**src/baq_pkg.sv**
```systemverilog
// Shared widths, note tables and classification functions for the note quantizer.
package baq_pkg;

	localparam int SAMPLE_W    = 10;
	localparam int NOTE_W      = 4;
	localparam int DUTY_W      = 13;
	localparam int NUM_NOTES   = 12;
	localparam int QUEUE_DEPTH = 4;
	localparam int QPTR_W      = $clog2(QUEUE_DEPTH);

	localparam logic [NOTE_W-1:0] NOTE_NONE = NOTE_W'(0);

	// Bin k matches when BIN_LO[k] < avg < BIN_HI[k]; lowest k wins.
	localparam logic [SAMPLE_W-1:0] BIN_HI [0:NUM_NOTES] = '{
		10'd0, 10'd932, 10'd850, 10'd749, 10'd653, 10'd554, 10'd470,
		10'd400, 10'd339, 10'd286, 10'd250, 10'd204, 10'd176
	};
	localparam logic [SAMPLE_W-1:0] BIN_LO [0:NUM_NOTES] = '{
		10'd0, 10'd849, 10'd748, 10'd562, 10'd553, 10'd469, 10'd399,
		10'd338, 10'd285, 10'd249, 10'd203, 10'd175, 10'd148
	};
	localparam logic [DUTY_W-1:0] DUTY_TABLE [0:NUM_NOTES] = '{
		13'd0, 13'd2000, 13'd2470, 13'd2940, 13'd3420, 13'd3890, 13'd4360,
		13'd4830, 13'd5300, 13'd5780, 13'd6430, 13'd6720, 13'd7190
	};

	typedef struct packed {
		logic full;
		logic empty;
	} q_stat_t;

	function automatic logic [NOTE_W-1:0] classify(input logic [SAMPLE_W-1:0] avg);
		logic [NOTE_W-1:0] note;
		note = NOTE_NONE;
		// scan from the top so the lowest matching bin is left standing
		for (int k = NUM_NOTES; k >= 1; k--) begin
			if ((avg < BIN_HI[k]) && (avg > BIN_LO[k]))
				note = NOTE_W'(k);
		end
		return note;
	endfunction

	function automatic logic [DUTY_W-1:0] duty_of(input logic [NOTE_W-1:0] note);
		logic [DUTY_W-1:0] duty;
		duty = '0;
		if (note <= NOTE_W'(NUM_NOTES))
			duty = DUTY_TABLE[note];
		return duty;
	endfunction

endpackage

```
**src/baq_front.sv**
```systemverilog
// Front end: accumulates samples and pushes each completed block sum into the queue.
module baq_front #(
	parameter int BLOCK_LEN = 20,
	parameter int SUM_W     = 15
) (
	input  logic                         clk,
	input  logic                         arst_n,
	input  logic                         in_valid,
	output logic                         in_ready,
	input  logic [baq_pkg::SAMPLE_W-1:0] in_sample,
	input  baq_pkg::q_stat_t             q_stat,
	output logic                         push,
	output logic [SUM_W-1:0]             push_sum
);

	localparam int CNT_W = (BLOCK_LEN > 1) ? $clog2(BLOCK_LEN) : 1;
	localparam logic [CNT_W-1:0] LAST = CNT_W'(BLOCK_LEN - 1);

	logic [CNT_W-1:0] count_q;
	logic [SUM_W-1:0] sum_q;
	logic [SUM_W-1:0] sum_next;
	logic             accept;
	logic             closing;

	assign in_ready = !q_stat.full;
	assign accept   = in_valid && in_ready;
	assign sum_next = sum_q + SUM_W'(in_sample);
	assign closing  = (count_q >= LAST);
	assign push     = accept && closing;
	assign push_sum = sum_next;

	always_ff @(posedge clk or negedge arst_n) begin
		if (!arst_n) begin
			count_q <= '0;
			sum_q   <= '0;
		end else if (accept) begin
			if (closing) begin
				count_q <= '0;
				sum_q   <= '0;
			end else begin
				count_q <= count_q + CNT_W'(1);
				sum_q   <= sum_next;
			end
		end
	end

endmodule

```
**src/baq_queue.sv**
```systemverilog
// Short register queue that carries block sums from the front end to the back end.
module baq_queue #(
	parameter int WIDTH = 15
) (
	input  logic             clk,
	input  logic             arst_n,
	input  logic             push,
	input  logic [WIDTH-1:0] push_data,
	input  logic             pop,
	output logic [WIDTH-1:0] pop_data,
	output baq_pkg::q_stat_t stat
);

	logic [WIDTH-1:0]           slot_q [baq_pkg::QUEUE_DEPTH];
	logic [baq_pkg::QPTR_W-1:0] wr_ptr_q;
	logic [baq_pkg::QPTR_W-1:0] rd_ptr_q;
	logic [baq_pkg::QPTR_W:0]   fill_q;
	logic                       do_push;
	logic                       do_pop;

	assign stat.full  = (fill_q == (baq_pkg::QPTR_W+1)'(baq_pkg::QUEUE_DEPTH));
	assign stat.empty = (fill_q == '0);
	assign do_push    = push && !stat.full;
	assign do_pop     = pop && !stat.empty;
	assign pop_data   = slot_q[rd_ptr_q];

	always_ff @(posedge clk) begin
		if (do_push)
			slot_q[wr_ptr_q] <= push_data;
	end

	always_ff @(posedge clk or negedge arst_n) begin
		if (!arst_n) begin
			wr_ptr_q <= '0;
			rd_ptr_q <= '0;
			fill_q   <= '0;
		end else begin
			if (do_push)
				wr_ptr_q <= wr_ptr_q + baq_pkg::QPTR_W'(1);
			if (do_pop)
				rd_ptr_q <= rd_ptr_q + baq_pkg::QPTR_W'(1);
			if (do_push && !do_pop)
				fill_q <= fill_q + (baq_pkg::QPTR_W+1)'(1);
			else if (do_pop && !do_push)
				fill_q <= fill_q - (baq_pkg::QPTR_W+1)'(1);
		end
	end

endmodule

```
**src/baq_back.sv**
```systemverilog
// Back end: divides each block sum, bins the average and holds the result word.
module baq_back #(
	parameter int BLOCK_LEN = 20,
	parameter int SUM_W     = 15
) (
	input  logic                         clk,
	input  logic                         arst_n,
	input  baq_pkg::q_stat_t             q_stat,
	input  logic [SUM_W-1:0]             pop_sum,
	output logic                         pop,
	output logic                         out_valid,
	input  logic                         out_ready,
	output logic [baq_pkg::NOTE_W-1:0]   out_note,
	output logic                         out_changed,
	output logic [baq_pkg::DUTY_W-1:0]   out_duty,
	output logic [baq_pkg::SAMPLE_W-1:0] out_avg
);

	// floor(sum / BLOCK_LEN) == (sum * MULT) >> SHIFT for every sum below 2**SUM_W
	localparam int    LOG_D  = $clog2(BLOCK_LEN);
	localparam int    SHIFT  = SUM_W + LOG_D;
	localparam int    MULT_W = SUM_W + 1;
	localparam int    PROD_W = SUM_W + MULT_W;
	localparam longint MULT_V = ((64'd1 << SHIFT) + BLOCK_LEN - 1) / BLOCK_LEN;
	localparam logic [MULT_W-1:0] MULT = MULT_W'(MULT_V);

	logic                         adv;
	logic                         valid_s1;
	logic [PROD_W-1:0]            prod_s1;
	logic [baq_pkg::SAMPLE_W-1:0] avg;
	logic [baq_pkg::NOTE_W-1:0]   note;
	logic [baq_pkg::NOTE_W-1:0]   prev_note_q;
	logic [baq_pkg::DUTY_W-1:0]   duty_q;
	logic                         out_valid_q;
	logic                         changed_q;
	logic [baq_pkg::SAMPLE_W-1:0] avg_q;

	// advance the whole back end only when the result word is free
	assign adv  = !out_valid_q || out_ready;
	assign pop  = adv && !q_stat.empty;
	assign avg  = prod_s1[SHIFT +: baq_pkg::SAMPLE_W];
	assign note = baq_pkg::classify(avg);

	always_ff @(posedge clk) begin
		if (pop)
			prod_s1 <= PROD_W'(pop_sum) * PROD_W'(MULT);
		if (adv && valid_s1) begin
			avg_q     <= avg;
			changed_q <= (note != prev_note_q);
		end
	end

	always_ff @(posedge clk or negedge arst_n) begin
		if (!arst_n) begin
			valid_s1    <= 1'b0;
			out_valid_q <= 1'b0;
			prev_note_q <= baq_pkg::NOTE_NONE;
			duty_q      <= '0;
		end else if (adv) begin
			valid_s1    <= !q_stat.empty;
			out_valid_q <= valid_s1;
			if (valid_s1) begin
				prev_note_q <= note;
				if (note != prev_note_q)
					duty_q <= baq_pkg::duty_of(note);
			end
		end
	end

	assign out_valid   = out_valid_q;
	assign out_note    = prev_note_q;
	assign out_changed = changed_q;
	assign out_duty    = duty_q;
	assign out_avg     = avg_q;

endmodule

```
**src/block_average_note_quantizer.sv**
```systemverilog
// Top level of the block-average note quantizer: front end, sum queue and back end.
//
//  port group | direction | tdata fields (low bit up)
//  s_axis     | in        | sample[9:0], zero pad to 16 bits
//  m_axis     | out       | note[3:0], note_changed[4], duty_count[17:5],
//             |           | block_average[27:18], zero pad to 32 bits
//
// One sample is taken every cycle while the sum queue has room.
// The edge that takes the last sample of a block pushes its sum into the queue; when the back
// end advances, the sum is loaded into the product register, then binned into the result word.
// The four-entry sum queue lets the sample side keep running while m_axis stalls, until it fills.
// arst_n clears the sample count, the running sum, the last note and the duty count.
module block_average_note_quantizer #(
	parameter int BLOCK_LEN = 20
) (
	input  logic        clk,
	input  logic        arst_n,
	input  logic        s_axis_tvalid,
	output logic        s_axis_tready,
	input  logic [15:0] s_axis_tdata,   // sample[9:0]
	output logic        m_axis_tvalid,
	input  logic        m_axis_tready,
	output logic [31:0] m_axis_tdata    // note, note_changed, duty_count, block_average
);

	localparam int SUM_W = baq_pkg::SAMPLE_W + $clog2(BLOCK_LEN);

	baq_pkg::q_stat_t             q_stat;
	logic                         push;
	logic [SUM_W-1:0]             push_sum;
	logic                         pop;
	logic [SUM_W-1:0]             pop_sum;
	logic [baq_pkg::NOTE_W-1:0]   note;
	logic                         note_changed;
	logic [baq_pkg::DUTY_W-1:0]   duty_count;
	logic [baq_pkg::SAMPLE_W-1:0] block_average;

	baq_front #(
		.BLOCK_LEN(BLOCK_LEN),
		.SUM_W    (SUM_W)
	) u_front (
		.clk      (clk),
		.arst_n   (arst_n),
		.in_valid (s_axis_tvalid),
		.in_ready (s_axis_tready),
		.in_sample(s_axis_tdata[baq_pkg::SAMPLE_W-1:0]),
		.q_stat   (q_stat),
		.push     (push),
		.push_sum (push_sum)
	);

	baq_queue #(
		.WIDTH(SUM_W)
	) u_queue (
		.clk      (clk),
		.arst_n   (arst_n),
		.push     (push),
		.push_data(push_sum),
		.pop      (pop),
		.pop_data (pop_sum),
		.stat     (q_stat)
	);

	baq_back #(
		.BLOCK_LEN(BLOCK_LEN),
		.SUM_W    (SUM_W)
	) u_back (
		.clk        (clk),
		.arst_n     (arst_n),
		.q_stat     (q_stat),
		.pop_sum    (pop_sum),
		.pop        (pop),
		.out_valid  (m_axis_tvalid),
		.out_ready  (m_axis_tready),
		.out_note   (note),
		.out_changed(note_changed),
		.out_duty   (duty_count),
		.out_avg    (block_average)
	);

	assign m_axis_tdata = {4'b0000, block_average, duty_count, note_changed, note};

endmodule

```
**config.mk**
```make
export PLATFORM = sky130hd
export DESIGN_NAME = block_average_note_quantizer
export DESIGN_NICKNAME = d
export VERILOG_FILES = /design/src/baq_pkg.sv /design/src/baq_front.sv /design/src/baq_queue.sv /design/src/baq_back.sv /design/src/block_average_note_quantizer.sv
export SDC_FILE = /design/constraint.sdc
export NUM_CORES = 1
export LEC_CHECK = 0
export CAP_MARGIN = 5
export CELL_PAD_IN_SITES_DETAIL_PLACEMENT = 0
export CELL_PAD_IN_SITES_GLOBAL_PLACEMENT = 1
export CORE_MARGIN = 4
export CORE_UTILIZATION = 55
export CTS_BUF_LIST = sky130_fd_sc_hd__clkbuf_4 sky130_fd_sc_hd__clkbuf_8
export DETAILED_ROUTE_END_ITERATION = 7
export DONT_BUFFER_PORTS = 1
export GPL_ROUTABILITY_DRIVEN = 0
export GPL_TIMING_DRIVEN = 0
export MAX_ROUTING_LAYER = met4
export PLACE_DENSITY = 0.9
export SLEW_MARGIN = 20
export SYNTH_ARGS = -nofsm -noshare
export SYNTH_HDL_FRONTEND = slang
export SYNTH_SLANG_ARGS = --single-unit
```
**constraint.sdc**
```tcl
create_clock -name clk -period 7.49 [get_ports clk]
set_input_delay 1.498 -clock clk [delete_from_list [all_inputs] [get_ports clk]]
set_output_delay 1.498 -clock clk [all_outputs]
set_load 0.02 [all_outputs]
```
* Word level (Yosys, flattened, before mapping)
Memory sizes are Yosys's and may differ from the RTL's. A register that Yosys moved wholly into a read port is not among the register bits. Cells that the tools add are included.
Cells by class: multiply operators 1, bitwise logic cells 1, order comparisons 25, reductions and logical operators 31, eq/ne operators 2, div/mod/pow operators 0, shift operators 0, $add $sub $neg 6, muxes and demuxes 18
Operators by type and width (number):
- 10-bit less-than comparator, second input constant | 5
- 4-bit two-way mux | 12
- 10-bit greater-than comparator, second input constant | 4
- 10-bit by 8-bit greater-than comparator with 1-bit output, second input constant | 4
- 10-bit by 9-bit greater-than comparator with 1-bit output, second input constant | 4
- 10-bit by 9-bit less-than comparator with 1-bit output, second input constant | 4
- 10-bit by 8-bit less-than comparator with 1-bit output, second input constant | 3
- 15-bit by 16-bit multiplier with 30-bit output, second input constant | 1
- 1-bit logical AND | 20
- 15-bit by 10-bit adder with 15-bit output | 1
- 15-bit two-way mux | 1
- 1-bit logical NOT | 6
- 3-bit two-way mux | 2
- 5-bit by 1-bit adder with 5-bit output, second input constant | 1
- 5-bit greater-or-equal comparator, second input constant | 1
- 5-bit two-way mux | 1
- 4-bit inverter with 5-bit output | 1
- 2-bit by 1-bit adder with 2-bit output, second input constant | 2
- 4-bit != test | 1
- 3-bit by 1-bit adder with 3-bit output, second input constant | 1
- 3-bit equality test, second input constant | 1
- 3-bit logical NOT | 1
- 3-bit AND reduction | 1
- 3-bit by 1-bit subtractor with 3-bit output, second input constant | 1
- 4 further kinds | 5
Storage, ports and cells: output and inout bits 34, memories 2, bits of input ports 20, memory bits (writable) 60, word-level logic and storage cells 97, bits in latches 0, register bits after elaboration 74, memory bits (read-only) 208
Memories:
- (name not given) | depth 16, width 13, read ports 1, clocked after Yosys merged registers in 1, write ports 0, line baq_pkg.sv:47 | duty = DUTY_TABLE[note];
- u_queue.slot_q | depth 4, width 15, read ports 1, clocked after Yosys merged registers in 0, write ports 1, line baq_queue.sv:14 | logic [WIDTH-1:0] slot_q [baq_pkg::QUEUE_DEPTH];

* Longest topological paths before layout
Gate-level depths: netlist (run 1).
depth in word-level cells 16, mapped depth 25

* Hierarchy
A second synthesis (run 1) with hierarchy kept.
Second synthesis, totals: cells, all modules 840, area total of the unflattened synthesis 9983.3 sq um
Modules (own cells, without submodules):
- baq_back | cells an instance 552, seq. area each 1081.0 sq um, area an instance 5806.8 sq um, times used 1
- baq_queue | cells an instance 115, seq. area each 1976.9 sq um, area an instance 2621.3 sq um, times used 1
- baq_front | cells an instance 167, seq. area each 500.5 sq um, area an instance 1514.0 sq um, times used 1
- block_average_note_quantizer | cells an instance 6, seq. area each 0.0 sq um, area an instance 41.3 sq um, times used 1

* Worst setup path before layout (run 1)
No wires, ideal clock.
path type register to register, from register u_queue.rd_ptr_q[0] (netlist bit), to register u_back.prod_s1[26], data pin, stages on the path, launching flop included 25, slack 861 ps, required time 7230 ps, arrival 6369 ps, path buffers 2, cell sequence dfrtp_1 -> buf_2 -> buf_1 -> mux4_2 -> ha_1 -> inv_1 -> ha_1 -> a21o_1 -> fa_1 -> inv_1 -> fa_1 -> inv_1 -> fa_1 -> inv_1 -> fa_1 -> inv_1 -> ha_1 -> a21oi_1 -> nor2b_1 -> o21ai_0 -> o211ai_1 -> a2111oi_2 -> o21ai_1 -> a21oi_1 -> xnor2_1
On the way: word-level cells in the longest chain between the ends 2
Ends and longest elaborated chain:
- from (decl) | line baq_queue.sv:16 | logic [baq_pkg::QPTR_W-1:0] rd_ptr_q;
- from (signal assigned) | line baq_queue.sv:41 | rd_ptr_q <= rd_ptr_q + baq_pkg::QPTR_W'(1);
- memory read 4 x 15 bit
- 15-bit by 16-bit multiplier with 30-bit output | line baq_back.sv:46 | prod_s1 <= PROD_W'(pop_sum) * PROD_W'(MULT);
- to (signal assigned) | line baq_back.sv:46
- to (decl) | line baq_back.sv:29 | logic [PROD_W-1:0] prod_s1;
Every way passes these cells. A chain may end at the register's enable or synchronous reset.

* Worst setup path in the final report (run 1)
from register u_queue.rd_ptr_q[1] (netlist bit), to register u_back.prod_s1[29], data pin
The elaborated chain is that of the path after synthesis.

==> results of run 1 <==
==> cells in the final DEF (no fill, tap or decap), drive strengths merged, types with 4 or more instances in the layout <==
master	Yosys	routed
mux2i	5	5
nand4	8	8
ha	133	133
xnor2	24	24
nand2	39	39
clkinvlp	0	4
clkinv	0	6
a211oi	6	6
a21oi	23	23
o21a	5	5
conb	1	5
buf	20	19
nand3	10	10
mux4	15	15
a21o	12	12
edfxtp	81	81
o211ai	8	8
nor3	4	4
and2	5	5
nand2b	6	6
xor2	14	14
nor2b	7	7
mux2	13	13
clkbuf	8	26
o21ai	33	33
a22o	8	8
nor2	34	34
and3	6	6
or3	8	8
fa	57	57
dfrtp	45	45
inv	121	123
==> timing repair <==
item                                   4_1_cts  5_1_grt
gates resized for setup                      0        2
setup endpoints to repair                    2        5
endpoints found under the hold margin        0        0
==> metal layers <==
layer	GRT usage	vias to the layer above	routed length, um
li1	-	2913	-
met1	0.253	3095	8170
met2	0.352	148	9750
met3	0.0367	26	632
met4	0.0556	0	274
met5	-	-	0
==> logic make-up after synthesis <==
group | share of synthesized area
other cells | 0.000393
flops | 0.373
fa+ha+maj | 0.294
buf+inv | 0.0633
mux | 0.0595
compound gates | 0.101
xor+xnor | 0.0348
simple gates | 0.0751
==> stage by stage <==
stage / hold WS (ns) / cell area (sq um) / std cells / worst slack [ns] / TNS [ns]
6_report: 0.460 / 10200 / 1067 / 0.551 / 0
5_1_grt: 0.485 / 10200 / 1067 / 0.0463 / 0
4_1_cts: 0.464 / 10200 / 1067 / 0.229 / 0
3_5_place_dp: 0.447 / 9840 / 1037 / -0.0144 / -0.0301
3_3_place_gp: 0.434 / 9840 / 1037 / 0.178 / 0
2_1_floorplan: 0.421 / 9570 / 817 / 0.861 / 0
==> worst min path at each step <==
stage | startpoint | endpoint | slack [ns] | cells after the start
2_1_floorplan | u_back.prod_s1[21]$_DFFE_PP_ | u_back.out_avg[1]$_DFFE_PP_ | 0.42 | 0
3_3_place_gp | u_back.prod_s1[21]$_DFFE_PP_ | u_back.out_avg[1]$_DFFE_PP_ | 0.43 | 0
3_5_place_dp | u_back.prod_s1[21]$_DFFE_PP_ | u_back.out_avg[1]$_DFFE_PP_ | 0.45 | 0
4_1_cts | u_back.prod_s1[21]$_DFFE_PP_ | u_back.out_avg[1]$_DFFE_PP_ | 0.46 | 0
5_1_grt | u_back.prod_s1[21]$_DFFE_PP_ | u_back.out_avg[1]$_DFFE_PP_ | 0.49 | 0
6_report | u_back.prod_s1[21]$_DFFE_PP_ | u_back.out_avg[1]$_DFFE_PP_ | 0.46 | 0
==> synth_stat cells (5+ instances only) <==
| library cell | instances | area (sq um) |
|---|---|---|
| mux2_4 | 9 | 135 |
| ha_1 | 133 | 1660 |
| xor2_1 | 14 | 123 |
| nor2_1 | 34 | 128 |
| mux4_2 | 15 | 338 |
| a211oi_1 | 6 | 45.0 |
| xnor2_1 | 24 | 210 |
| nand4_1 | 8 | 50.1 |
| nand3_1 | 10 | 50.1 |
| dfrtp_1 | 45 | 1130 |
| o211ai_1 | 7 | 52.6 |
| or3_1 | 8 | 50.1 |
| a21o_1 | 12 | 90.1 |
| nand2_1 | 39 | 146 |
| and3_1 | 6 | 37.5 |
| edfxtp_1 | 81 | 2430 |
| nand2b_1 | 6 | 37.5 |
| a21oi_1 | 23 | 115 |
| nor2b_1 | 7 | 43.8 |
| a22o_1 | 8 | 70.1 |
| mux2i_1 | 5 | 50.1 |
| inv_1 | 121 | 454 |
| and2_1 | 5 | 31.3 |
| o21a_1 | 5 | 37.5 |
| o21ai_0 | 28 | 140 |
| buf_2 | 12 | 60.1 |
| clkbuf_1 | 8 | 30.0 |
| buf_4 | 6 | 45.0 |
| fa_1 | 57 | 1140 |
==> cell type report <==
| type | count | area (sq um) |
|---|---|---|
| Clock inverter | 13 | 116 |
| Inverter | 121 | 454 |
| Multi-Input combinational cell | 542 | 5410 |
| Sequential cell | 126 | 3560 |
| Fill cell | 1353 | 6610 |
| Tap cell | 220 | 275 |
| Clock buffer | 18 | 248 |
| Buffer | 27 | 148 |
==> state kept, by name, summed over array words and instances (netlist names), 2 cells and up <==
name / count
u_front.sum_q: 15
u_back.out_note: 4
u_back.prod_s1: 10
u_queue.slot_q: 60
u_back.out_avg: 10
u_queue.wr_ptr_q: 2
u_queue.rd_ptr_q: 2
u_front.count_q: 5
u_back.out_duty: 12
u_queue.fill_q: 3
==> results.cfg, run 1 <==
[route]
ant_nets = 0
drt-wirelength-per-cell_um = 17.6
routed_via_density = 5.79
dr.first_iter.drc_count = 292
vias = 6182
routed_wl_mm = 18.8
drc_errors = 0
dr.pass1.iters = 5

[synthesis]
synth_edf_count = 81
yosys_warnings = 0
synth.distinct_cells = 76
ys_seq_area_frac = 0.373
netlist_instances = 813
synth_seq_cells = 126
synthFlopType = edfxtp_1
syn_area_sq_um = 9550
async_flop_share = 0.357
avgSynthCellArea_sq_um = 11.7

[die]
coreArea_sq_um = 16800
initial_core_util = 0.568
die_h_um = 140
boundaryPins = 54
die_area_sq_um = 19500
rows = 47
die_x_um = 140

[grt]
grt_pass1_wl_mm = 31.9
grt_use_total = 0.206
grt-ovfl-total = 0
grt_pass1_vias = 6597
grt_max_degree = 46
antenna_found_initial = 0

[critical_path]
r2r_start = u_queue.rd_ptr_q[1]$_DFFE_PN0P_
required_ns = 7.65
r2r_cells = 24
critPathLaunch = u_queue.rd_ptr_q[1]$_DFFE_PN0P_
critPathMaxStageDelay_ns = 0.56
crit_path_end = u_back.prod_s1[29]$_DFFE_PP_
reg2reg_to = u_back.prod_s1[29]$_DFFE_PP_
crit_fanout = 10
path_cells = clkbuf_1 > clkbuf_2 > mux4_2 > ha_1 > inv_1 > ha_1 > a21o_1 > fa_1 > inv_1 > fa_1 > inv_1 > fa_1 > inv_1 > fa_1 > inv_1 > ha_1 > a21oi_1 > nor2b_1 > o21ai_0 > o211ai_1 > a2111oi_2 > o21ba_2 > nor4b_1 > nand3b_1
reg2reg_setup_slack_ns = 0.55
crit_arrival_ns = 7.10
slowest_stage = fa_1
crit_family = adder cells
crit_path_start_kind = flop
cp-end-kind = flop
cp_num_buf_inv = 7
crit_path_frequent_cell = inv_1
path_class = flop to flop
crit_cells = 24

[status]
status = complete, no violations

[clocking]
cts_tree = yes
postCtsHoldBufs = 0
cts_buffers = 17
htree_levels = 4
clockBufferDepth = 2
clock_latency_ns = 0.43
cts_root_buffer = clkbuf_8
path_clk_slew_ns = 0.07
cts_setup_buffers = 0
clock-sinks = 126

[final_layout]
area_growth_pct = 6.89
diodes = 0
drive_above_1_share = 0.100
nNetsFinal = 1045
finish.utilization = 0.607

[sta]
fin_crit_ns = 6.94
rsz0062_at_grt = false
slew_viol_final = 0
period_share = 0.926
fmax_ghz = 0.144
finalSetupViolCount = 0
tightest_slew_ns = 0.825
slew_headroom = 0.447
fin_skew_ns = 0.0162
finalHoldViolCount = 0

[place]
dpl.hpwl_mm = 15.0
numPortBuffers = 0

[worst_hold_path]
min_path_type = flop to flop

[job]
drv_cap = 0
Power of run 1 is not shown: default switching activity piles up to over one toggle a cycle in this logic, so the estimate is an artifact.
==> run 2: changes to the inputs <==
Settings changed: CORE_MARGIN 4 to 8.
Clock period 7.49 ns to 8.2 ns, I/O delays scaled along.
==> results.cfg, run 2 (synthesis results as in run 1) <==
[clocking]
cts_tree = yes
cts_root_buffer = clkbuf_8
clock_latency_ns = 0.45
htree_levels = 4
cts_buffers = 17
clockBufferDepth = 2
ctsResizeCount = 0
path_clk_slew_ns = 0.08
cts_setup_buffers = 0
postCtsHoldBufs = 0
clock-sinks = 126

[critical_path]
crit_fanout = 10
crit_path_start_kind = flop
crit_family = adder cells
crit_path_frequent_cell = inv_1
slowest_stage = mux4_2
cp-end-kind = flop
path_class = flop to flop
crit_cells = 24
reg2reg_setup_slack_ns = 0.78
r2r_start = u_queue.rd_ptr_q[0]$_DFFE_PN0P_
reg2reg_to = u_back.prod_s1[26]$_DFFE_PP_
crit_arrival_ns = 7.61
required_ns = 8.40
r2r_cells = 24
path_cells = buf_2 > buf_1 > mux4_2 > ha_1 > inv_1 > ha_1 > a21o_1 > fa_1 > inv_1 > fa_1 > inv_1 > fa_1 > inv_1 > fa_1 > inv_1 > ha_1 > a21oi_1 > nor2b_1 > o21ai_0 > o211ai_1 > a2111oi_2 > o21ai_1 > a21oi_1 > xnor2_1
critPathMaxStageDelay_ns = 0.65
cp_num_buf_inv = 7

[sta]
tns_ns = 0
holdWs_ns = 0.448
finalSetupViolCount = 0
finalHoldViolCount = 0
slew_viol_final = 0
fin_skew_ns = 0.0146
tightest_slew_ns = 1.03
period_share = 0.905
fmax_ghz = 0.135
rsz0062_at_grt = false
worst_slack_ns = 0.782
fin_crit_ns = 7.42
slew_headroom = 0.308

[grt]
grt-ovfl-total = 0
grt_pass1_vias = 6004
grt_max_degree = 46
grt_use_total = 0.177
grt_pass1_wl_mm = 29.9
antenna_found_initial = 0

[final_layout]
top_register = u_queue.slot_q
area_growth_pct = 7.23
nNetsFinal = 1046
final-seq-area_sq_um = 3560
drive_above_1_share = 0.101
final_common_cell = ha_1
finalInstanceArea_sq_um = 10200
layout_common_cells = 133 x ha_1, 121 x inv_1, 81 x edfxtp_1
fill_cells = 1389
largest_reg_flops = 60
diodes = 0
multi_input_area_sq_um = 5400

[route]
drc_errors = 0
dr.first_iter.drc_count = 390
routed_wl_mm = 18.1
ant_nets = 0
drt-wirelength-per-cell_um = 16.8
routed_via_density = 5.53
dr.pass1.iters = 5
vias = 5936

[die]
die_x_um = 148
die_area_sq_um = 21800
rows = 48
coreArea_sq_um = 17100
initial_core_util = 0.558
die_h_um = 148
boundaryPins = 54

[job]
drv_cap = 0

[worst_hold_path]
min_from = u_back.prod_s1[21]$_DFFE_PP_
min_path_type = flop to flop
whs_endpoint = u_back.out_avg[1]$_DFFE_PP_
hold_path_depth = 0

[place]
postPlaceCellArea_sq_um = 9850
dp_slack_ns = 0.695
dpl.hpwl_mm = 14.2
numPortBuffers = 0

[status]
status = complete, no violations
==> run 2: layer usage <==
| metal | global-route usage | routed length (um) | vias to the layer above |
|---|---|---|---|
| li1 | - | - | 2917 |
| met5 | - | 0 | - |
| met2 | 0.283 | 8790 | 123 |
| met4 | 0.0530 | 223 | 0 |
| met1 | 0.224 | 8290 | 2877 |
| met3 | 0.0361 | 750 | 19 |
==> run 2: area by class of cell <==
cell class | count | share of cell area
multi-input cells | 542 | 0.528
clock buffers | 18 | 0.0236
inverters | 121 | 0.0443
flip-flops and latches | 126 | 0.347
well taps | 225 | 0.0275
clock inverters | 14 | 0.0149
plain buffers | 28 | 0.0147
==> run 2: metrics by stage <==
stage | utilization | cells
floorplan | - | 817
global placement | 0.575 | 1042
detailed placement | 0.575 | 1042
CTS | 0.598 | 1074
global route | 0.598 | 1074
finish | 0.598 | 1074
==> run 2: how the worst max path moves through the flow <==
stage	from	endpoint	slack, ns
global route	u_queue.rd_ptr_q[0]$_DFFE_PN0P_	u_back.prod_s1[26]$_DFFE_PP_	0.31
global placement	u_queue.rd_ptr_q[0]$_DFFE_PN0P_	u_back.prod_s1[26]$_DFFE_PP_	0.84
detailed placement	u_queue.rd_ptr_q[0]$_DFFE_PN0P_	u_back.prod_s1[26]$_DFFE_PP_	0.70
finish	u_queue.rd_ptr_q[0]$_DFFE_PN0P_	u_back.prod_s1[26]$_DFFE_PP_	0.78
CTS	u_queue.rd_ptr_q[0]$_DFFE_PN0P_	u_back.prod_s1[26]$_DFFE_PP_	0.68
floorplan	u_queue.rd_ptr_q[0]$_DFFE_PN0P_	u_back.prod_s1[26]$_DFFE_PP_	1.57
Power of run 2 is left out for the same reason.
==> run 3: changes to the inputs <==
Settings changed: CORE_UTILIZATION 55 to 46, CTS_BUF_LIST sky130_fd_sc_hd__clkbuf_4 sky130_fd_sc_hd__clkbuf_8 to not set, PLACE_DENSITY 0.9 to 0.78.
==> results.cfg, run 3 (synthesis results as in run 1) <==
[status]
status = complete, no violations

[critical_path]
crit_path_frequent_cell = inv_1
cp_num_buf_inv = 7
path_cells = buf_2 > buf_1 > mux4_2 > ha_1 > inv_1 > ha_1 > a21o_1 > fa_1 > inv_1 > fa_1 > inv_1 > fa_1 > inv_1 > fa_1 > inv_1 > ha_1 > a21oi_1 > nor2b_1 > o21ai_0 > o211ai_1 > a2111oi_2 > o21ai_1 > a21oi_1 > xnor2_1
crit_family = adder cells
cp-end-kind = flop
slowest_stage = buf_1
critPathMaxStageDelay_ns = 0.66
path_class = flop to flop
crit_arrival_ns = 7.45
crit_fanout = 10
crit_path_start_kind = flop
required_ns = 8.35

[sta]
period_share = 0.890
fin_crit_ns = 7.30
tightest_slew_ns = 1.09
tns_ns = 0
finalHoldViolCount = 0
slew_viol_final = 0
fin_skew_ns = 0.0142
worst_slack_ns = 0.899
rsz0062_at_grt = false
finalSetupViolCount = 0
slew_headroom = 0.268
fmax_ghz = 0.137

[worst_hold_path]
min_path_type = flop to flop

[route]
dr.first_iter.drc_count = 319
dr.pass1.iters = 5
ant_nets = 0
drc_errors = 0
vias = 5884
drt-wirelength-per-cell_um = 16.2
routed_wl_mm = 18.1
routed_via_density = 5.26

[place]
dpl.cell_count = 1087
dpl.hpwl_mm = 14.2
numPortBuffers = 0
dp_slack_ns = 0.820

[final_layout]
fill_cells = 1841
largest_reg_flops = 60
drive_above_1_share = 0.100
layout_common_cells = 133 x ha_1, 121 x inv_1, 81 x edfxtp_1
fin_cells = 1119
area_growth_pct = 9.43
multi_input_area_sq_um = 5400
final-seq-area_sq_um = 3560
diodes = 0
final_common_cell = ha_1
nNetsFinal = 1046
top_register = u_queue.slot_q

[clocking]
ctsResizeCount = 0
cts_buffers = 17
cts_setup_buffers = 0
clock-sinks = 126
clock_latency_ns = 0.42
cts_tree = yes
clockBufferDepth = 2
path_clk_slew_ns = 0.06
postCtsHoldBufs = 0
htree_levels = 4
cts_root_buffer = clkbuf_16

[die]
rows = 52
initial_core_util = 0.470
die_area_sq_um = 25600
die_x_um = 160
boundaryPins = 54
coreArea_sq_um = 20300
die_h_um = 160

[grt]
grt-ovfl-total = 0
grt_use_total = 0.148
grt_pass1_wl_mm = 29.9
grt_max_degree = 46
grt_pass1_vias = 6011
antenna_found_initial = 0

[job]
drv_cap = 0
-- run 3: changes by cell type in the layout (fill, tap and decap cells not counted), sizes merged --
cell / change
bufinv: -1
clkinvlp: +1
clkbuf: -1
inv: +2
clkinv: -1
-- run 3: path summary, 6_finish.rpt --
path,depth (start not counted),startpoint,slack (ns),endpoint
max in group asynchronous,0,arst_n,7.18,u_front.sum_q[9]$_DFFE_PN0P_
setup reg to reg,24,u_queue.rd_ptr_q[0]$_DFFE_PN0P_,0.90,u_back.prod_s1[26]$_DFFE_PP_
hold reg to reg,0,u_back.prod_s1[21]$_DFFE_PP_,0.44,u_back.out_avg[1]$_DFFE_PP_
setup / recovery,24,u_queue.rd_ptr_q[0]$_DFFE_PN0P_,0.90,u_back.prod_s1[26]$_DFFE_PP_
hold / removal,0,u_back.prod_s1[21]$_DFFE_PP_,0.44,u_back.out_avg[1]$_DFFE_PP_
min in group asynchronous,0,arst_n,0.92,u_front.sum_q[4]$_DFFE_PN0P_
-- run 3: per-stage QoR --
stage          hold WS [ns]   util  instance area [sq um]
2_1_floorplan         0.421      -                   9570
6_report              0.441  0.515                  10500
5_1_grt               0.458  0.515                  10500
3_3_place_gp          0.437  0.488                   9900
3_5_place_dp          0.436  0.488                   9900
4_1_cts               0.447  0.515                  10500
-- run 3: metal layers --
metal,vias up,global-route usage,part of all wire
met5,-,-,0
met3,21,0.0265,0.029
met4,0,0.0484,0.017
met2,101,0.235,0.47
li1,2919,-,-
met1,2843,0.189,0.48
-- run 3: final cells by class --
class,instances,share of cell area
multi-input cells,542,0.517
flip-flops and latches,126,0.340
inverters,121,0.0435
clock buffers,17,0.0407
well taps,270,0.0323
plain buffers,28,0.0144
clock inverters,15,0.0117
Power of run 3 is left out for the same reason.
